`config.mk`:
```
export PLATFORM = sky130hd
export DESIGN_NAME = hhpd_mul
export DESIGN_NICKNAME = d
export VERILOG_FILES = /design/src/sv/hhpd_mul.sv
export SDC_FILE = /design/constraint.sdc
export NUM_CORES = 2
export LEC_CHECK = 0
export BUFFER_PORTS_ARGS = -buffer_cell sky130_fd_sc_hd__buf_4
export CELL_PAD_IN_SITES_DETAIL_PLACEMENT = 1
export CELL_PAD_IN_SITES_GLOBAL_PLACEMENT = 2
export CORE_UTILIZATION = 42
export CTS_CLUSTER_DIAMETER = 120
export DETAILED_ROUTE_END_ITERATION = 10
export GPL_TIMING_DRIVEN = 0
export PLACE_DENSITY_LB_ADDON = 0.08
export RECOVER_POWER = 50
export SLEW_MARGIN = 30
export SYNTH_ARGS = -nofsm -noshare
export SYNTH_HDL_FRONTEND = slang
export SYNTH_SLANG_ARGS = --single-unit
```
`constraint.sdc`:
```
create_clock -name clk -period 11.5 [get_ports clk]
set_input_delay 2.3 -clock clk [delete_from_list [all_inputs] [get_ports clk]]
set_output_delay 2.3 -clock clk [all_outputs]
set_load 0.02 [all_outputs]
```
`src/sv/hhpd_mul.sv`:
```
// Shared registered magnitude multiplier with sign tag.
`default_nettype none
module hhpd_mul #(
  parameter int A_WIDTH = 34
) (
  input  wire logic                 clk,
  input  wire logic [A_WIDTH-1:0]   a,
  input  wire logic [31:0]          b,
  input  wire logic                 neg,
  output logic      [A_WIDTH+31:0]  prod,
  output logic                      prod_neg
);
  always_ff @(posedge clk) begin
    prod     <= (A_WIDTH+32)'(a) * (A_WIDTH+32)'(b);
    prod_neg <= neg;
  end
endmodule
`default_nettype wire

```
-- Word level (Yosys, flattened, before mapping)
Index checks and enable logic that the tools add are counted.
- bits in registers: 67
- output and inout bits: 67
- multiply operators: 1
- operators with widths (cell ; number):
    multiplier 34 x 32 -> 66 bit ; 1

-- Logic depth before layout (Yosys ltp)
- depth after elaboration: 1
- mapped depth: 29
- depth with buffers taken out: 27

-- Least setup slack after synthesis
OpenSTA, ideal clock, no wires.
- kind: input -> register
- from: input port b[2]
- to: register prod[65]
- setup time: 115 ps
- arrival time: 9347 ps
- data required time: 11385 ps
- slack: 2037 ps
- cell stages on the path: 26
- cells stage by stage: clkbuf_1 -> clkbuf_1 -> nand2_1 -> fa_1 -> inv_1 -> fa_1 -> inv_1 -> fa_1 -> fa_1 -> inv_1 -> fa_1 -> inv_1 -> fa_1 -> inv_1 -> fa_1 -> fa_1 -> ha_1 -> a21oi_1 -> o21ai_0 -> nor2_1 -> a31oi_1 -> a21oi_1 -> o41a_1 -> o311ai_1 -> or4_1 -> and3_1
- word-level cells in the longest chain between the ends: 1
- RTL lines (element ; RTL line ; source):
    from (decl) ; 8 ; input wire logic [31:0] b,
    multiplier 34 x 32 -> 66 bit ; 14 ; prod <= (A_WIDTH+32)'(a) * (A_WIDTH+32)'(b);
    to (signal assigned) ; 14 ;
    to (decl) ; 10 ; output logic [A_WIDTH+31:0] prod,
Every way passes these cells.

-- Worst setup path in the final report
- from: input port b[3]
- to: register prod[51]
Same word-level chain as after synthesis.

==> flow_summary.toml <==
[timing]
setup_viol = 0
min_period_ns = 11.43
hold_ws_ns = 2.07
tightest_slew_ns = 1.18
slew_viol_final = 0
relSlewSlack_pct = 21.4
fin_crit_sh_pct = 99.4
rsz0062_at_grt = "false"
fmax_ghz = 0.0875
hold_viol = 0

[min_path]
hold_class = "in -> reg"

[route]
viasPerCell = 5.38
wire_per_inst_um = 28.6
dr.pass1.iters = 5
wl_um = 152000
vias = 28500
drtAntennaViolNets = 0
remaining_drc_errors = 0
drt_iter0_drc = 2191

[outcome]
outcome = "finished, final reports clean"

[yosys]
synth-edff-count = 0
synth-seq-cells = 67
syn_area_per_cell_um2 = 9.08
yosys.cell_types.count = 55
ys_warn_count = 0
syn_nets = 5279
async_reset_ff_share_pct = 0
syn_area_um2 = 36200
synth-main-ff-cell = "dfxtp_1"
synth_cells = 3990
synth.yosys.seq_area_share_pct = 3.70

[clock_network]
cts_tree = "yes"
clock-sinks = 67
clockRootBuffer = "clkbuf_16"
cts_buffers = 9
cts_buffer_depth = 2
path_clk_slew_ns = 0.06
htree_levels = 3

[grt]
grt_pass1_wl_um = 217000
grt_max_degree = 12
grtUsageTotal_pct = 35.7
grt_pass1_vias = 31200
overflow = 0
antenna_found_initial = 24

[placement]
placement.io_buffers = 129
gp_congestion = 0.985
dp_hpwl_um = 126000

[floorplanning]
pin_count = 135
start_util_pct = 42.5
dieWidth_um = 296
rows = 107
dieHeight_um = 296
core-area_um2 = 85300
die-area_um2 = 87400

[finish]
final_core_util_pct = 45.5
final_common_cell = "fa_1"
syn_to_final_growth_pct = 7.15
fill_cells = 10100
final_cell_mix = "956 x fa_1, 938 x inv_1, 670 x nand2_1"
num-nets-final = 5422
drive_above_1_share_pct = 3.29

[critical_path]
crit_arrival_ns = 11.66
cp-start-kind = "input port"
end_kind = "flop"
worstPathMaxFanout = 10
critPathKind = "in -> reg"
crit_required_ns = 11.73

[flow_run]
maxCapViolations = 0
==> cell usage after synthesis (all sizes together) (4+ instances only) <==
master | number | area share (%)
a211oi | 6 | 0.12
buf | 4 | 0.055
nand2 | 670 | 6.9
o21ai | 32 | 0.45
ha | 265 | 9.2
fa | 956 | 53
o311ai | 4 | 0.097
nor2 | 33 | 0.34
dfxtp | 67 | 3.7
a21oi | 77 | 1.1
o21bai | 7 | 0.15
and3 | 7 | 0.12
nand3 | 14 | 0.19
a21boi | 4 | 0.083
and2 | 476 | 8.2
o31ai | 5 | 0.12
a21o | 32 | 0.66
xor2 | 24 | 0.58
clkbuf | 226 | 2.3
nand2b | 6 | 0.10
o21a | 8 | 0.17
inv | 938 | 9.7
nor2b | 4 | 0.069
and4 | 4 | 0.097
xnor2 | 39 | 0.94
o211ai | 9 | 0.20
nor3 | 13 | 0.18
a31oi | 9 | 0.16
nand4 | 18 | 0.31
==> stage by stage <==
stage,instance area (µm²),cells,worst slack [ns],setup TNS (ns)
after floorplan,36200,3990,2.04,0
after global placement,38600,5263,-0.324,-1.56
after detailed placement,38700,5265,-0.258,-1.34
after CTS,39000,5281,0.0892,0
after global routing,38800,5284,0.00577,0
final,38800,5301,0.0694,0
==> registers in the layout, summed over array words and instances, names as in the netlist <==
name and cells:
prod 66, prod_neg 1
==> per-layer routing <==
metal	wire length (µm)	global-route usage, %	up-vias
met5	31	0	-
met2	71200	58.2	1203
li1	-	-	11800
met4	11100	21.6	4
met3	10700	5.34	350
met1	58500	45.1	15200
==> critical path: stages <==
cell and delay [ns]:
clkbuf_1 0.59, clkbuf_1 0.68, nand2_1 0.18, fa_1 0.66, inv_1 0.08, fa_1 0.49
inv_1 0.05, fa_1 0.51, fa_1 0.55, inv_1 0.05, fa_1 0.48, fa_1 0.57
fa_1 0.43, fa_1 0.63, ha_1 0.48, nand2_1 0.21, nor2_1 0.15, nand4_1 0.15
a311oi_1 0.73, o21ai_0 0.37, o21ai_0 0.62, a21o_1 0.36, a21boi_0 0.16, xnor2_1 0.16
==> worst paths after layout <==
| kind | startpoint | to | cells past startpoint |
|---|---|---|---|
| worst max-delay path | b[3] | prod[51]$_DFF_P_ | 24 |
| worst min-delay path | neg | prod_neg$_DFF_P_ | 1 |
==> area by class of cell <==
| cell class | count | area, µm² | area share (%) |
|---|---|---|---|
| multi-input cells | 2755 | 30500 | 78.6 |
| inverters | 938 | 3520 | 9.07 |
| well taps | 1144 | 1430 | 3.69 |
| flip-flops and latches | 67 | 1340 | 3.46 |
| plain buffers | 230 | 922 | 2.38 |
| repair buffers | 132 | 762 | 1.96 |
| clock buffers | 12 | 236 | 0.609 |
| clock inverters | 4 | 51.3 | 0.132 |
| diodes | 19 | 47.5 | 0.123 |
==> what timing repair did <==
item,in CTS,in global routing
setup buffers,0,0
setup endpoints to repair,0,11
gates resized for setup,0,5
hold buffers,0,0
==> kinds of logic (layout without fill, tap and decap cells) <==
logic type               Yosys count  in the layout  synth area share (%)
other                              0             19                     0
multiplexers                       1              1                0.0276
AND/OR/NAND/NOR                 1253           1253                  16.7
buffers and inverters           1168           1316                  12.1
XOR/XNOR                          63             63                  1.52
AO/OA/AOI/OAI                    217            217                  3.90
adder cells (fa/ha/maj)         1221           1221                  62.0
flip-flops                        67             67                  3.70
Power is left out: the tool's default activity adds up to more than one toggle a clock period on the data nets, which glitch-free logic cannot reach.
