<file path="config.mk">
export PLATFORM = sky130hd
export DESIGN_NAME = hhpd_div
export DESIGN_NICKNAME = d
export VERILOG_FILES = /design/src/sv/hhpd_div.sv
export SDC_FILE = /design/constraint.sdc
export NUM_CORES = 1
export LEC_CHECK = 0
export ABC_AREA = 1
export BUFFER_PORTS_ARGS = -buffer_cell sky130_fd_sc_hd__clkbuf_2
export CAP_MARGIN = 20
export CORE_UTILIZATION = 60
export CTS_BUF_LIST = sky130_fd_sc_hd__clkbuf_2
export CTS_CLUSTER_DIAMETER = 30
export DETAILED_ROUTE_END_ITERATION = 10
export GPL_TIMING_DRIVEN = 0
export PLACE_DENSITY_LB_ADDON = 0.3
export SLEW_MARGIN = 0
export SYNTH_ARGS = -nofsm -noshare
export SYNTH_HDL_FRONTEND = slang
export SYNTH_SLANG_ARGS = --single-unit
</file>
<file path="constraint.sdc">
create_clock -name clk -period 4.6 [get_ports clk]
set_input_delay 0.92 -clock clk [delete_from_list [all_inputs] [get_ports clk]]
set_output_delay 0.92 -clock clk [all_outputs]
set_load 0.05 [all_outputs]
</file>
<file path="src/sv/hhpd_div.sv">
// Restoring divider, 64-bit dividend by 32-bit divisor, one quotient bit per cycle.
`default_nettype none
module hhpd_div (
  input  wire logic        clk,
  input  wire logic        rst,
  input  wire logic        start,
  input  wire logic [63:0] dividend,
  input  wire logic [31:0] divisor,
  output logic             done,
  output logic [31:0]      quotient
);
  logic [63:0] num;
  logic [63:0] q;
  logic [31:0] den;
  logic [32:0] rem, rem_sh;
  logic [5:0]  cnt;
  logic        busy;
  logic        fits;

  assign rem_sh   = {rem[31:0], num[63]};
  assign fits     = rem_sh >= {1'b0, den};
  assign quotient = q[31:0];

  always_ff @(posedge clk) begin
    if (rst) begin
      busy <= 1'b0;
      done <= 1'b0;
      cnt  <= '0;
    end else begin
      done <= 1'b0;
      if (start) begin
        busy <= 1'b1;
        cnt  <= '0;
      end else if (busy) begin
        cnt <= cnt + 6'd1;
        if (cnt == 6'd63) begin
          busy <= 1'b0;
          done <= 1'b1;
        end
      end
    end
  end

  always_ff @(posedge clk) begin
    if (start) begin
      num <= dividend;
      den <= divisor;
      rem <= '0;
      q   <= '0;
    end else if (busy) begin
      num <= num << 1;
      rem <= fits ? rem_sh - {1'b0, den} : rem_sh;
      q   <= {q[62:0], fits};
    end
  end
endmodule
`default_nettype wire

</file>
# --- Word level (Yosys, flattened, before mapping) ---
# Index checks and enable logic that the tools add are counted.
totals:
  regBits: 168
  inputBits: 99
  output_inout_bits: 33
op_classes:
  n_addsub: 2
  n_lt_le_gt_ge: 1
  n_eq_ne: 1
  muxes: 7
  bitwise_logic: 1
  n_reduce_logical: 3
op_table:
  columns: ["op", "count"]
  rows:
  - ["64-bit 2-to-1 mux", 2]
  - ["33-bit by 32-bit greater-or-equal comparator with 1-bit output", 1]
  - ["32-bit 2-to-1 mux", 1]
  - ["32-bit subtractor", 1]
  - ["6-bit by 1-bit adder with 6-bit output (second input constant)", 1]
  - ["6-bit == test (second input constant)", 1]
  - ["1-bit 2-to-1 mux", 4]
  - ["3-bit OR reduction", 1]
  - ["2-bit nonzero test", 1]
  - ["2-bit OR reduction", 1]
  - ["1-bit NOT", 1]

# --- Logic depth before layout (Yosys ltp) ---
depth:
  ltp_word: 4
  ltp_mapped: 17
  mapped_depth_nobuf: 16

# --- Worst setup path before layout ---
# No wires, ideal clock.
synth_path:
  path_type: "input to register"
  start: "input start"
  end: "register num[0], enable pin"
  setup_ns: 0.454
  t_arrival_ns: 3.323
  required_time_ns: 4.146
  path_slack_ns: 0.823
  stages: 4
  path_buffers: 2
  path_cell_list: "clkbuf_1 -> nor2_1 -> inv_1 -> clkbuf_1"
synth_between:
  elab_chain_cells: 1
synth_rtl:
  columns: ["item", "line_no", "rtl"]
  rows:
  - ["start: declaration", "6", "input wire logic start,"]
  - ["2-bit nonzero test (no line)", null, null]
  - ["end signal: assignment", "46", "num <= dividend;"]
  - ["end signal: assignment", "51", "num <= num << 1;"]
  - ["end: declaration", "12", "logic [63:0] num;"]
# Every way passes these cells.
# A chain may end at the register's enable or synchronous reset.

==> results.sh <==
export IMPL_clock_root_buffer="clkbuf_2"
export IMPL_worstSkewPairLatency_ns=0.82
export IMPL_post_cts_buffers=0
export IMPL_final_min_clock_period_ns=2.53
export IMPL_track_usage=0.268
export IMPL_yosysTopAreaCell="edfxtp_1"
export IMPL_cts_num_sinks=168
export IMPL_status="finished, final reports clean"
export IMPL_grt_max_degree=73
export IMPL_switching_share=0.288
export IMPL_hold_class="primary input to flip-flop"
export IMPL_syn2layout_area_growth_pct=13.1
export IMPL_final_common_cell="nand2_1"
export IMPL_irDropWorstVdd_v=0.000314
export IMPL_yosys_cell_types_count=38
export IMPL_layout_common_cells="576 x nand2_1, 198 x inv_1, 148 x clkbuf_2, 96 x edfxtp_1, 72 x dfxtp_1"
export IMPL_r2r_start="den[19]$_DFFE_PP_"
export IMPL_synth_ff_type="edfxtp_1"
export IMPL_fin_crit_sh=0.551
export IMPL_p_clk_frac=0.310
export IMPL_synth_top_family_by_area="simple AND/OR/NAND/NOR gates"
export IMPL_power_frac_comb=0.106
export IMPL_cts_buffers_inserted=17
export IMPL_hold_ws_ns=0.238
export IMPL_cts_hold_fix_buffers=0
export IMPL_dieArea_sq_um=15800
export IMPL_ant_nets=0
export IMPL_hold_viol=0
export IMPL_wl_per_cell_microns=12.8
export IMPL_cp_slowest_cell="clkbuf_1"
export IMPL_switchingPower_mw=0.844
export IMPL_row_count=44
export IMPL_die_height_microns=126
export IMPL_slowest_delay_ns=0.64
export IMPL_gp_congestion=0.967
export IMPL_yosys_top_cells_area="edfxtp_1 31%, nand2_1 23%, dfxtp_1 16%"
export IMPL_fmax_mhz=395
export IMPL_drt_iter0_markers=492
export IMPL_syn_cell_area_sq_um=9200
export IMPL_cp_start_kind="primary input"
export IMPL_ys_warn_count=0
export IMPL_worstHoldStart="divisor[7]"
export IMPL_clock_skew_ns=0.104
export IMPL_nNetsFinal=1535
export IMPL_dp_hpwl_mm=15.8
export IMPL_core_sq_um=14800
export IMPL_finalPower_mw=2.93
export IMPL_max_slew_margin_rel=0.404
export IMPL_via_per_inst=5.04
export IMPL_cp_required_ns=5.31
export IMPL_syn_area_per_cell_sq_um=7.36
export IMPL_drc_errors=0
export IMPL_cts_htree_levels=4
export IMPL_rsz0062_at_grt="false"
export IMPL_synth_seq_cells=168
export IMPL_seq_power_share=0.584
export IMPL_yosysTopAreaCellShare=0.313
export IMPL_cp_common_cell="clkbuf_1"
export IMPL_crit_path_end_kind="flip-flop"
export IMPL_grt_pass1_vias=7454
export IMPL_arrival_ns=3.25
export IMPL_vias=8059
export IMPL_path_class="primary input to flip-flop"
export IMPL_setup_worst_path_start="start"
export IMPL_antenna_found_initial=1
export IMPL_setup_viol=0
export IMPL_drive_gt1_frac=0.142
export IMPL_synth_async_reset_ratio=0
export IMPL_clk_path_buf_depth=2
export IMPL_synth_xor_area_frac=0.0133
export IMPL_io_pins=132
export IMPL_synth_compound_area_frac=0.0377
export IMPL_synth_edf_count=96
export IMPL_power_density_nw_per_um2=282
export IMPL_fp_dieW_microns=126
export IMPL_clkTransAtPathRegs_ns=0.38
export IMPL_wl_mm=20.5
export IMPL_cts_resized=0
export IMPL_grt_pass1_wl_mm=33.6
export IMPL_drv_cap=0
export IMPL_worstMarginPinSlew_ns=0.894
export IMPL_syn_inst=1251
export IMPL_synthSimpleGateAreaFrac=0.332
export IMPL_ys_seq_area_frac=0.470
export IMPL_syn_nets=1384
export IMPL_drt_pass1_iter_count=7
export IMPL_synthAdderAreaFrac=0.0470
export IMPL_finalMaxSlewViolations=0
export IMPL_cp_max_fo=33
export IMPL_start_util=0.624
export IMPL_portBuffers=131
export IMPL_p_int_mw=2.09
export IMPL_leakagePower_nw=5.56
export IMPL_tritoncts="built"
export IMPL_crit_chain="clkbuf_2 -> clkbuf_1 -> nor2_1 -> clkbuf_1 -> nand3_1 -> nand2_1"
export IMPL_grt_overflow_total=0
export IMPL_synth_mux_area_frac=0
worst paths after layout:
path	slack, ns	to	cells after the start
min reg2reg	0.49	q[2]$_SDFFE_PP0P_	2
max	2.07	rem[25]$_SDFFE_PP0P_	6
min	0.24	den[7]$_DFFE_PP_	1
max reg2reg	2.15	rem[22]$_SDFFE_PP0P_	15
power groups by stage:
stage | sequential, mW | clock (mW) | combinational, mW
final | 1.71 | 0.910 | 0.311
after global routing | 1.72 | 0.988 | 0.354
after CTS | 1.71 | 0.922 | 0.311
after detailed placement | 1.74 | 0 | 0.311
after global placement | 1.75 | 0 | 0.298
after floorplan | 1.74 | 0 | 0.201
per-stage QoR:
step	utilization	setup slack [ns]	cell area [sq um]	setup TNS, ns	instances
6_report	0.706	2.07	10400	0	1600
5_1_grt	0.706	1.96	10400	0	1600
4_1_cts	0.706	2.12	10400	0	1599
3_5_place_dp	0.686	1.29	10100	0	1567
3_3_place_gp	0.684	-0.887	10100	-63.64	1566
2_1_floorplan	-	0.823	9200	0	1251
cells by family after synthesis:
| family | Yosys count |
|---|---|
| AOI/OAI and AO/OA | 59 |
| DFF | 168 |
| adders and majority gates | 34 |
| and+or+nand+nor | 738 |
| xor gates and xnor gates | 14 |
| buffers and inverters | 238 |
flip-flops by register name (all words and copies together), names as in the netlist:
| name | cells |
|---|---|
| cnt | 6 |
| q | 32 |
| den | 32 |
| done | 1 |
| rem | 32 |
| num | 64 |
| busy | 1 |
routing by layer:
layer | GRT usage | vias up | wire length, microns
met5 | 0 | - | 0
met4 | 0.107 | 0 | 594
met3 | 0.0629 | 42 | 1270
met2 | 0.456 | 238 | 9670
met1 | 0.329 | 3593 | 8940
li1 | - | 4186 | -
layout make-up:
type	count	area [sq um]
repair buffers	132	683
clock inverters	15	205
inverters	204	766
fillers	1243	4340
plain buffers	34	163
flip-flops and latches	168	4320
diodes	1	2.50
multi-input cells	845	3950
clock buffers	17	85.1
well taps	184	230
cells in the mapped netlist, types with 2 or more instances:
cell type  instances
a21oi_1           16
a31oi_1            2
and2_1             5
buf_1              3
buf_2              4
buf_4              2
clkbuf_1          23
dfxtp_1           72
edfxtp_1          96
ha_1              33
inv_1            198
inv_2              6
nand2_1          576
nand2_2            5
nand3_1           63
nand3b_1          12
nand4_1            9
nor2_1            46
nor2_2             7
nor3_1             5
nor3_2             2
o21a_1             2
o21ai_0            7
o22ai_1           30
xor2_1            14
worst max-delay path: cells and delay by family:
family	cells	cell delay, ns
buf+inv	3	1.47
simple gates	3	0.84
Note: power is estimated with default switching activity, not from simulation.
