<file path="src/sv/hhpd_isqrt.sv">
// Iterative 64-bit integer square root, one result bit per cycle.
`default_nettype none
module hhpd_isqrt (
  input  wire logic        clk,
  input  wire logic        rst,
  input  wire logic        start,
  input  wire logic [63:0] radicand,
  output logic             done,
  output logic [31:0]      root
);
  logic [63:0] n, r, b;
  logic [4:0]  cnt;
  logic        busy;
  logic [63:0] trial;

  assign trial = r + b;
  assign root  = r[31:0];

  always_ff @(posedge clk) begin
    if (rst) begin
      busy <= 1'b0;
      done <= 1'b0;
      cnt  <= '0;
    end else begin
      done <= 1'b0;
      if (start) begin
        busy <= 1'b1;
        cnt  <= '0;
      end else if (busy) begin
        cnt <= cnt + 5'd1;
        if (cnt == 5'd31) begin
          busy <= 1'b0;
          done <= 1'b1;
        end
      end
    end
  end

  always_ff @(posedge clk) begin
    if (start) begin
      n <= radicand;
      r <= '0;
      b <= 64'd1 << 62;
    end else if (busy) begin
      if (n >= trial) begin
        n <= n - trial;
        r <= (r >> 1) + b;
      end else begin
        r <= r >> 1;
      end
      b <= b >> 2;
    end
  end
endmodule
`default_nettype wire

</file>
<file path="config.mk">
export PLATFORM = sky130hd
export DESIGN_NAME = hhpd_isqrt
export DESIGN_NICKNAME = d
export VERILOG_FILES = /design/src/sv/hhpd_isqrt.sv
export SDC_FILE = /design/constraint.sdc
export NUM_CORES = 1
export LEC_CHECK = 0
export BUFFER_PORTS_ARGS = -buffer_cell sky130_fd_sc_hd__buf_2
export CORE_MARGIN = 5
export CORE_UTILIZATION = 45
export CTS_CLUSTER_SIZE = 30
export DETAILED_ROUTE_END_ITERATION = 6
export SETUP_SLACK_MARGIN = 0.15
export SLEW_MARGIN = 5
export SYNTH_ARGS = -nofsm -noshare
export SYNTH_HDL_FRONTEND = slang
export SYNTH_SLANG_ARGS = --single-unit
</file>
<file path="constraint.sdc">
create_clock -name clk -period 28.3 [get_ports clk]
set_input_delay 2.83 -clock clk [delete_from_list [all_inputs] [get_ports clk]]
set_output_delay 2.83 -clock clk [all_outputs]
set_load 0.05 [all_outputs]
</file>
# Word level (Yosys, flattened, before mapping)
# Index checks and enable logic that the tools add are counted.
[word_totals]
register_bits = 167
in_bits = 67
[op_classes]
n_addsub = 4
magnitude_cmp = 1
eq_ne = 1
muxes = 8
bitwise_logic = 1
n_reduce_logical = 5
[op_table]
columns = ["cell", "count"]
rows = [
  ["64-bit 2-to-1 mux", 4],
  ["63-bit by 63-bit adder with 64-bit output", 1],
  ["64-bit by 63-bit adder with 64-bit output", 1],
  ["64-bit greater-or-equal comparator", 1],
  ["64-bit subtractor", 1],
  ["5-bit by 1-bit adder with 5-bit output, second input constant", 1],
  ["5-bit == test, second input constant", 1],
  ["1-bit 2-to-1 mux", 4],
  ["2-bit nonzero test", 2],
  ["3-bit OR reduction", 1],
  ["2-bit AND reduction", 1],
  ["2-bit OR reduction", 1],
  ["1-bit NOT", 1],
]

# Depth between registers and ports, before layout
# Gate-level depths: netlist of the first run.
[logic_depth]
ltp_word = 5
mapped_depth = 25

# Worst setup path before layout of the first run
# No wires, ideal clock.
[synth_path]
path_kind = "flip-flop to flip-flop"
from = "register r[2]"
to = "register n[0] (enable)"
setup_time_ns = 0.574
t_arrival_ns = 9.113
setup_slack_ns = 18.613
path_stages_with_launch = 22
n_path_buf = 3
path_cell_list = "dfxtp_1 -> ha_1 -> a31o_2 -> a31oi_1 -> o21ai_1 -> a21bo_2 -> a21o_1 -> a31oi_1 -> o21ai_0 -> xnor2_1 -> ha_1 -> clkbuf_1 -> nand4_1 -> or2_1 -> or4_1 -> o21ai_0 -> nand2_1 -> a31oi_1 -> o22ai_2 -> buf_2 -> clkbuf_1 -> o21ai_0"
[synth_via]
elab_chain_cells = 4
[synth_lines]
columns = ["element", "line", "source"]
rows = [
  ["start: declaration", "11", "logic [63:0] n, r, b;"],
  ["start signal: assignment", "47", "r <= (r >> 1) + b;"],
  ["start signal: assignment", "49", "r <= r >> 1;"],
  ["64-bit by 63-bit adder with 64-bit output", "16", "assign trial = r + b;"],
  ["64-bit greater-or-equal comparator", "45", "if (n >= trial) begin"],
  ["2-bit nonzero test (no source line)", "--", ""],
  ["2-bit AND reduction (no source line)", "--", ""],
  ["end signal: assignment", "41", "n <= radicand;"],
  ["end signal: assignment", "46", "n <= n - trial;"],
  ["end: declaration", "11", ""],
]
# No other way between the ends.
# A chain may end at the register's enable or synchronous reset.

# Worst setup path in the final report of the first run
[layout_path]
from = "register b[0]"
to = "register n[32] (enable)"
[layout_via]
elab_chain_cells = 4
[layout_lines]
columns = ["element", "line", "source"]
rows = [
  ["start: declaration", "11", ""],
  ["start signal: assignment", "43", "b <= 64'd1 << 62;"],
  ["start signal: assignment", "51", "b <= b >> 2;"],
  ["64-bit by 63-bit adder with 64-bit output", "16", ""],
  ["64-bit greater-or-equal comparator", "45", ""],
  ["2-bit nonzero test (no source line)", "--", ""],
  ["2-bit AND reduction (no source line)", "--", ""],
]
# No other way between the ends.

==> results of run 1 <==
## layer usage
metal / wire [µm] / global-route usage [%] / up-vias
li1: - / - / 7100
met1: 20900 / 31.3 / 6614
met2: 19400 / 35.9 / 331
met3: 2010 / 3.54 / 51
met4: 803 / 5.38 / 2
met5: 13 / 0 / -
## area by class of cell
type | instances | area [µm²]
Clock buffer | 23 | 489
Sequential cell | 167 | 3990
Inverter | 41 | 154
Timing Repair Buffer | 106 | 554
Clock inverter | 9 | 88.8
Tap cell | 448 | 561
Fill cell | 3286 | 17200
Multi-Input combinational cell | 1601 | 10400
## Yosys cell counts, types with 16 or more instances
cell type and number:
nand2_1 222, nor2_1 217, o21ai_0 169, a21oi_1 139, ha_1 132, dfxtp_1 103, xnor2_1 84, clkbuf_1 81
edfxtp_1 64, xor2_1 62, a31oi_1 53, mux2i_1 49, inv_1 39, nand4_1 39, a211oi_1 38, nor3_1 33
buf_4 32, nand3_1 31, o21bai_1 25, a21o_1 24, a311oi_1 22, o21a_1 22, nor2b_1 21, or3_1 19
nand2b_1 17, a31o_2 16
## critical path, delay by kind of cell, from the launching register on
| kind | cells | cell delay [ns] |
|---|---|---|
| compound gates | 9 | 3.08 |
| simple gates | 5 | 1.54 |
| buf+inv | 2 | 1.02 |
| fa+ha+maj | 3 | 0.79 |
| flops | 1 | 0.36 |
| xor+xnor | 1 | 0.19 |
## cell families after synthesis
logic type / after synthesis
adders and majority gates: 133
muxes: 54
DFF: 167
and+or+nand+nor: 663
xor gates and xnor gates: 146
AOI/OAI and AO/OA: 605
buffers and inverters: 176
## flip-flops by register name, indices dropped and copies added, names as in the netlist
| signal | flops |
|---|---|
| busy | 1 |
| n | 64 |
| cnt | 5 |
| done | 1 |
| r | 64 |
| b | 32 |
## stage by stage
stage	total power (µW)	utilization [%]	std cells	worst slack, ns	cell area, µm²
after floorplan	1050	-	1944	18.61	15200
after global placement	1230	46.8	2363	20.96	15600
after detailed placement	1230	46.8	2363	20.87	15600
after CTS	1480	48.5	2395	20.85	16200
after global routing	1600	48.5	2395	20.48	16200
final	1480	48.5	2395	20.83	16200
## how the worst max path moves through the flow
stage,startpoint,end,slack (ns),depth (start not counted)
2_1_floorplan,r[2],n[0],18.61,21
3_3_place_gp,b[0],n[33],20.96,20
3_5_place_dp,b[0],n[32],20.87,20
4_1_cts,b[0],n[39],20.85,20
5_1_grt,b[0],n[32],20.48,20
6_report,b[0],n[32],20.83,20
## report_power, final
part	total, µW	internal, µW	switching, µW	leakage [µW]
combinational	860	322	537	0.00435
clock	239	132	107	0.000288
sequential	385	332	53.2	0.00148
total	1480	786	698	0.00612
==> impl_metrics.ini, run 1 <==
[cells_and_area]
final_nets = 2134
drive_gt1_share_pct = 8.94
final_common_cell = nand2_1
layout_common_cells = nand2_1 (222), nor2_1 (217), o21ai_0 (168), a21oi_1 (139), ha_1 (132)
areaGrowthSynthToFinish_pct = 6.93
antenna_cells = 0

[critical_path]
r2r_slack_ns = 20.83
slowest_stage = o31ai_1
r2r_start = b[0]
required_ns = 28.37
cp-end-kind = register
reg2regPathDepth = 20
worst-setup-path-type = register to register
crit_top_cell = ha_1
reg2reg_to = n[32]
path_cells = ha_1 > ha_1 > a21o_1 > a31oi_1 > o21ai_0 > a21oi_1 > o31ai_1 > nand2_1 > xor2_1 > ha_1 > nand4_1 > or2_1 > or4_1 > o21ai_0 > nand2_1 > a31oi_1 > o22ai_4 > buf_4 > o21ai_4 > buf_4
critPathArrivalTime_ns = 7.54
critPathMaxFanout = 64
cpPeakStageDelay_ns = 0.91
worst_setup_path_start_kind = register

[die]
core_area_um2 = 33400
io_pins = 100
rows = 67
start_util_pct = 45.4
die_h_um = 194
die_w_um = 194
dieArea_um2 = 37500

[yosys]
synth_top_cell_by_area = dfxtp_1
synth_compound_area_share_pct = 25.4
synth_top_area_share_pct = 13.6
yosys-top-cells-area = dfxtp_1 (14%), edfxtp_1 (13%), ha_1 (11%), o21ai_0 (5.6%), nand2_1 (5.5%)
yosys.area_share.adder_pct = 11.0
synth_edf_count = 64
syn_area_per_cell_um2 = 7.81
ys_warn_count = 0
synth_fp_nets = 2144
synth_top_family_by_area = compound AO/OA/AOI/OAI gates
synth_simple_gate_area_share_pct = 19.9
synth_xor_area_share_pct = 8.43
ys_seq_area_share_pct = 26.3
muxShareOfSynthArea_pct = 3.60
syn_inst = 1944
ys_ff_latch = 167
synthFlopType = dfxtp_1
synthArstFlopShare_pct = 0
synth_cell_types = 75
netlist_area_um2 = 15200

[place]
gp_congestion = 0.935
dp_hpwl_um = 32400
portBuffers = 99

[route]
antenna_left = 0
viasPerCell = 5.89
wire_per_inst_um = 18.0
via_count = 14098
finalWirelength_um = 43100
drc = 0
drt-initial-drc-count = 937
first_pass_iters = 5

[timing]
finalSetupViolations = 0
finalSetupTns_ns = 0
hold_viol = 0
post-route-period-util_pct = 26.4
rsz0062_at_grt = no
holdWs_ns = 0.509
tightest_slew_ns = 1.03
relSlewSlack_pct = 30.6
skew_ns = 0.0103
layout_min_cycle_time_ns = 7.47
fmax_ghz = 0.134
drv_slew = 0

[cts]
numCtsBuffers = 17
clockBufferDepth = 2
postCtsSetupRepairBufs = 0
clk_latency_ns = 0.45
clk_pin_slew_ns = 0.07
h-tree-depth = 4
root_buffer = clkbuf_16
hold_buffers = 0
cts_resized = 0
cts_tree = yes
cts_sinks = 167

[grt]
antenna_found_initial = 2
first_global_vias = 13268
gr-total-overflow = 0
grt_pass1_wl_um = 69300
track_usage_pct = 22.2
grt_start_max_net_pins = 123

[power_and_ir_drop]
leakage_uw = 0.00612
power_density_nw_per_um2 = 91.5
ir_drop_uv = 61.0

[hold_path]
min_delay_worst_endpoint = r[0]
holdPathStages = 2
hp-class = register to register
hold_path.startpoint = r[0]

[outcome]
status = finished clean

[job]
max-cap-violations = 0
(Power assumes the default switching activity.)
==> inputs of run 2 (changes only) <==
==> constraint.sdc (replaced) <==
create_clock -name clk -period 7.6 [get_ports clk]
set_input_delay 0.76 -clock clk [delete_from_list [all_inputs] [get_ports clk]]
set_output_delay 0.76 -clock clk [all_outputs]
set_load 0.05 [all_outputs]
==> run 2 against run 1 <==
Compared with the run above:
- hold slack worse by 0.043 ns
- critical path type unchanged
- non-clock buffer count up 7
- critical path depth up 2
- core utilization up 0.28 points
- die area unchanged
- first-iteration DRC count up 2.0%
- largest power group unchanged
- worst setup slack worse by 20 ns
==> impl_metrics.ini, run 2 (synthesized netlist as in run 1, its figures left out) <==
[outcome]
status = finished clean

[cells_and_area]
final_nets = 2141
drive_gt1_share_pct = 9.31
layout_common_cells = nand2_1 (222), nor2_1 (217), o21ai_0 (168), a21oi_1 (139), ha_1 (132)
top_regs = n: 64 flops, r: 64 flops, b: 32 flops
final_common_cell = nand2_1
n_fill_cell = 3306
areaGrowthSynthToFinish_pct = 7.55
final_util_pct = 48.8

[die]
start_util_pct = 45.4
dieArea_um2 = 37500
rows = 67
die_w_um = 194
core_area_um2 = 33400
die_h_um = 194
io_pins = 100

[cts]
h-tree-depth = 4
cts_sinks = 167
numCtsBuffers = 17
clk_latency_ns = 0.45
clk_pin_slew_ns = 0.07
cts_tree = yes
clockBufferDepth = 2
root_buffer = clkbuf_16
postCtsSetupRepairBufs = 0
cts_resized = 0
hold_buffers = 0

[hold_path]
hold_path.startpoint = rst
holdPathStages = 2
hp-class = input pin to register
min_delay_worst_endpoint = busy

[route]
viasPerCell = 5.92
wire_per_inst_um = 18.0
drt-initial-drc-count = 956
antenna_left = 0
finalWirelength_um = 43300
first_pass_iters = 6
drc = 0
via_count = 14228

[critical_path]
cpPeakStageDelay_ns = 0.64
crit_top_cell = a31oi_1
worst_setup_path_start_kind = register
cp-end-kind = register
critPathArrivalTime_ns = 7.17
r2r_slack_ns = 0.74
required_ns = 7.91
worst-setup-path-type = register to register
slowest_stage = or4_1
path_delay_family = compound AO/OA/AOI/OAI gates
reg2reg_to = r[18]
r2r_start = r[2]
critPathMaxFanout = 51
path_cells = ha_1 > a31o_2 > a31oi_1 > o21ai_1 > a21bo_2 > a21o_1 > a31oi_1 > o21ai_0 > xnor2_1 > ha_1 > nand4_1 > or2_1 > or4_1 > o21ai_0 > nand2_1 > a31oi_1 > o22ai_4 > buf_12 > buf_4 > mux2_2 > mux2i_1 > nor2_1
reg2regPathDepth = 22
path_buf_inv = 2

[timing]
relSlewSlack_pct = 27.7
tightest_slew_ns = 1.07
post-route-period-util_pct = 90.3
fin_ws_ns = 0.737
holdWs_ns = 0.466
finalSetupTns_ns = 0
hold_viol = 0
finalSetupViolations = 0
layout_min_cycle_time_ns = 6.86
rsz0062_at_grt = no
drv_slew = 0
skew_ns = 0.0129
fmax_ghz = 0.146

[place]
dp_hpwl_um = 32700
portBuffers = 99
dp_slack_ns = 0.740
gp_congestion = 0.927

[power_and_ir_drop]
ir_drop_uv = 199
power_density_nw_per_um2 = 341
leakage_uw = 0.00618

[grt]
first_global_vias = 13447
antenna_found_initial = 3
track_usage_pct = 22.2
grt_pass1_wl_um = 69600
gr-total-overflow = 0
grt_start_max_net_pins = 134

[job]
max-cap-violations = 0
run 2: changes by cell type in the layout (fill, tap and decap cells not counted), moves of 2 or more:
cell,delta
buf_12,+3
buf_4,+4
clkbuf_16,+2
clkinv_2,+3
run 2: final cells by class:
cell class,count,area [µm²],share of cell area [%]
multi-input cells,1601,10400,63.7
flip-flops and latches,167,3990,24.4
repair buffers,113,644,3.95
well taps,448,561,3.43
clock buffers,23,522,3.20
inverters,41,154,0.943
clock inverters,9,58.8,0.360
diodes,1,2.50,0.0153
run 2: worst reg2reg max path, stage by stage, from the launching register on:
cell and delay (ns):
dfxtp_1 0.44, ha_1 0.31, a31o_2 0.27, a31oi_1 0.30
o21ai_1 0.24, a21bo_2 0.30, a21o_1 0.22, a31oi_1 0.47
o21ai_0 0.21, xnor2_1 0.16, ha_1 0.45, nand4_1 0.15
or2_1 0.42, or4_1 0.65, o21ai_0 0.36, nand2_1 0.10
a31oi_1 0.44, o22ai_4 0.33, buf_12 0.29, buf_4 0.18
mux2_2 0.26, mux2i_1 0.13, nor2_1 0.05
run 2: how the worst max path moves through the flow:
stage / from / endpoint / slack (ns) / depth (start not counted)
4_1_cts: r[2] / r[18] / 0.70 / 22
6_report: r[2] / r[18] / 0.74 / 22
3_5_place_dp: r[2] / r[18] / 0.74 / 22
5_1_grt: r[2] / r[2] / 0.31 / 23
3_3_place_gp: r[2] / r[18] / 0.77 / 23
2_1_floorplan: r[2] / n[0] / 0.87 / 21
run 2: power by group:
| group | switching [µW] | internal [µW] | total, µW |
|---|---|---|---|
| sequential | 194 | 1230 | 1430 |
| combinational | 2000 | 1260 | 3260 |
| clock | 395 | 486 | 881 |
run 2: routing by layer:
layer	vias up	part of all wire (%)	GRT usage [%]
met5	-	0	0
met4	0	1.5	4.75
met3	52	5.0	3.32
met2	345	45	36.4
met1	6688	48	31.1
li1	7143	-	-
run 2: per-stage QoR:
step	cell area [µm²]	std cells	total power, µW
finish	16300	2403	5570
detailed placement	15700	2370	4660
floorplan	15200	1944	3920
global placement	15700	2370	4630
CTS	16300	2402	5580
global route	16300	2402	6020
==> inputs of run 3 (changes only) <==
==> constraint.sdc (replaced) <==
create_clock -name clk -period 8.04 [get_ports clk]
set_input_delay 0.804 -clock clk [delete_from_list [all_inputs] [get_ports clk]]
set_output_delay 0.804 -clock clk [all_outputs]
set_load 0.05 [all_outputs]
==> run 3 against run 2 <==
Compared with the run above:
- cell count shrank 0.29%
- sequential share of layout area grew 0.14 points
- via count shrank 0.44%
- first-iteration DRC count grew 9.2%
- routed wire length shrank 0.31%
- sequential power shrank 6%
- flip-flop and latch count is the same
- maximum frequency shrank 1.9%
- largest cell class unchanged
- largest power group unchanged
==> impl_metrics.ini, run 3 (synthesized netlist as in run 1, its figures left out) <==
[cts]
postCtsSetupRepairBufs = 0
cts_tree = yes
cts_resized = 0
clk_latency_ns = 0.46
h-tree-depth = 4
clk_pin_slew_ns = 0.07
hold_buffers = 0
clockBufferDepth = 2
numCtsBuffers = 17
cts_sinks = 167
root_buffer = clkbuf_16

[grt]
track_usage_pct = 22.3
first_global_vias = 13246
antenna_found_initial = 2
gr-total-overflow = 0
grt_start_max_net_pins = 124
grt_pass1_wl_um = 69800

[die]
die_h_um = 194
io_pins = 100
dieArea_um2 = 37500
die_w_um = 194
start_util_pct = 45.4
rows = 67
core_area_um2 = 33400

[cells_and_area]
final_cell_area_um2 = 16200
n_fill_cell = 3253
multi_input_area_um2 = 10400
antenna_cells = 0
layout_common_cells = nand2_1 (222), nor2_1 (217), o21ai_0 (168), a21oi_1 (139), ha_1 (132)
areaGrowthSynthToFinish_pct = 6.94
final_common_cell = nand2_1
top_regs = n: 64 flops, r: 64 flops, b: 32 flops
regArea_um2 = 3990
final_nets = 2135
final_util_pct = 48.5
drive_gt1_share_pct = 9.09

[critical_path]
worst_setup_path_start_kind = register
required_ns = 8.16
critPathMaxFanout = 54
worst-setup-path-type = register to register
critPathArrivalTime_ns = 7.11
cp-end-kind = register

[route]
drt-initial-drc-count = 1044
drc = 0
finalWirelength_um = 43200
via_count = 14166
antenna_left = 0
viasPerCell = 5.91
wire_per_inst_um = 18.0
first_pass_iters = 5

[place]
portBuffers = 99
gp_congestion = 0.943
post_dp_cell_area_um2 = 15700
dp_hpwl_um = 32600

[timing]
finalSetupViolations = 0
post-route-period-util_pct = 87.0
tightest_slew_ns = 1.01
fmax_ghz = 0.143
rsz0062_at_grt = no
drv_slew = 0
skew_ns = 0.0149
finalSetupTns_ns = 0
layout_min_cycle_time_ns = 7.00
hold_viol = 0
relSlewSlack_pct = 32.9

[hold_path]
hp-class = input pin to register

[power_and_ir_drop]
power_density_nw_per_um2 = 319
leakage_uw = 0.00612
ir_drop_uv = 334

[job]
max-cap-violations = 0

[outcome]
status = finished clean
-- run 3: changes by cell type in the layout (fill, tap and decap cells not counted), sizes merged --
cell | before | now
buf | 113 | 107
clkbuf | 23 | 20
clkinv | 8 | 6
clkinvlp | 0 | 1
diode | 1 | 0
inv | 42 | 46
-- run 3: metrics by stage --
| step | power [µW] | setup slack, ns | hold WS [ns] | std cells |
|---|---|---|---|---|
| 5_1_grt | 5600 | 0.667 | 0.490 | 2396 |
| 6_report | 5180 | 1.04 | 0.502 | 2396 |
| 3_5_place_dp | 4340 | 1.06 | 0.517 | 2364 |
| 2_1_floorplan | 3710 | 1.31 | 0.467 | 1944 |
| 4_1_cts | 5180 | 1.05 | 0.478 | 2396 |
| 3_3_place_gp | 4330 | 1.15 | 0.484 | 2364 |
-- run 3: power breakdown --
part / switching, µW / internal (µW)
clock network: 390 / 416
logic: 1880 / 1150
registers: 179 / 1160
total: 2450 / 2730
-- run 3: path summary, 6_finish.rpt --
| kind | slack (ns) | startpoint | cells after the start | to |
|---|---|---|---|---|
| max reg2reg | 1.04 | r[2] | 20 | n[10] |
| max | 1.04 | r[2] | 20 | n[10] |
| min | 0.50 | rst | 2 | busy |
| min reg2reg | 0.52 | cnt[4] | 2 | cnt[4] |
-- run 3: metal layers --
| metal | global-route usage [%] | up-vias | share of wire (%) |
|---|---|---|---|
| met5 | 0 | - | 0.030 |
| met4 | 6.32 | 2 | 2.2 |
| met3 | 3.49 | 59 | 4.8 |
| met2 | 34.8 | 367 | 44 |
| met1 | 32.0 | 6629 | 49 |
| li1 | - | 7109 | - |
-- run 3: cell type report --
class | instances | share of cell area (%)
clock buffers | 20 | 2.81
clock inverters | 12 | 0.555
inverters | 41 | 0.948
multi-input cells | 1601 | 64.0
flip-flops and latches | 167 | 24.6
well taps | 448 | 3.45
repair buffers | 107 | 3.62
-- run 3: critical path, cell delays in order (launching register included) --
cell and delay, ns:
dfxtp_1 0.44, ha_1 0.31, a31o_2 0.26, a31oi_1 0.31, o21ai_1 0.22, a21boi_0 0.24, o21ai_0 0.20, a21oi_1 0.55
nor2_1 0.08, nor2_1 0.13, xor2_1 0.09, ha_1 0.46, nand3_1 0.17, nor3b_2 0.24, nand4_1 0.34, o211a_1 0.47
or4_1 0.55, a31oi_1 0.50, o22ai_4 0.19, o21ai_4 0.47, buf_12 0.35
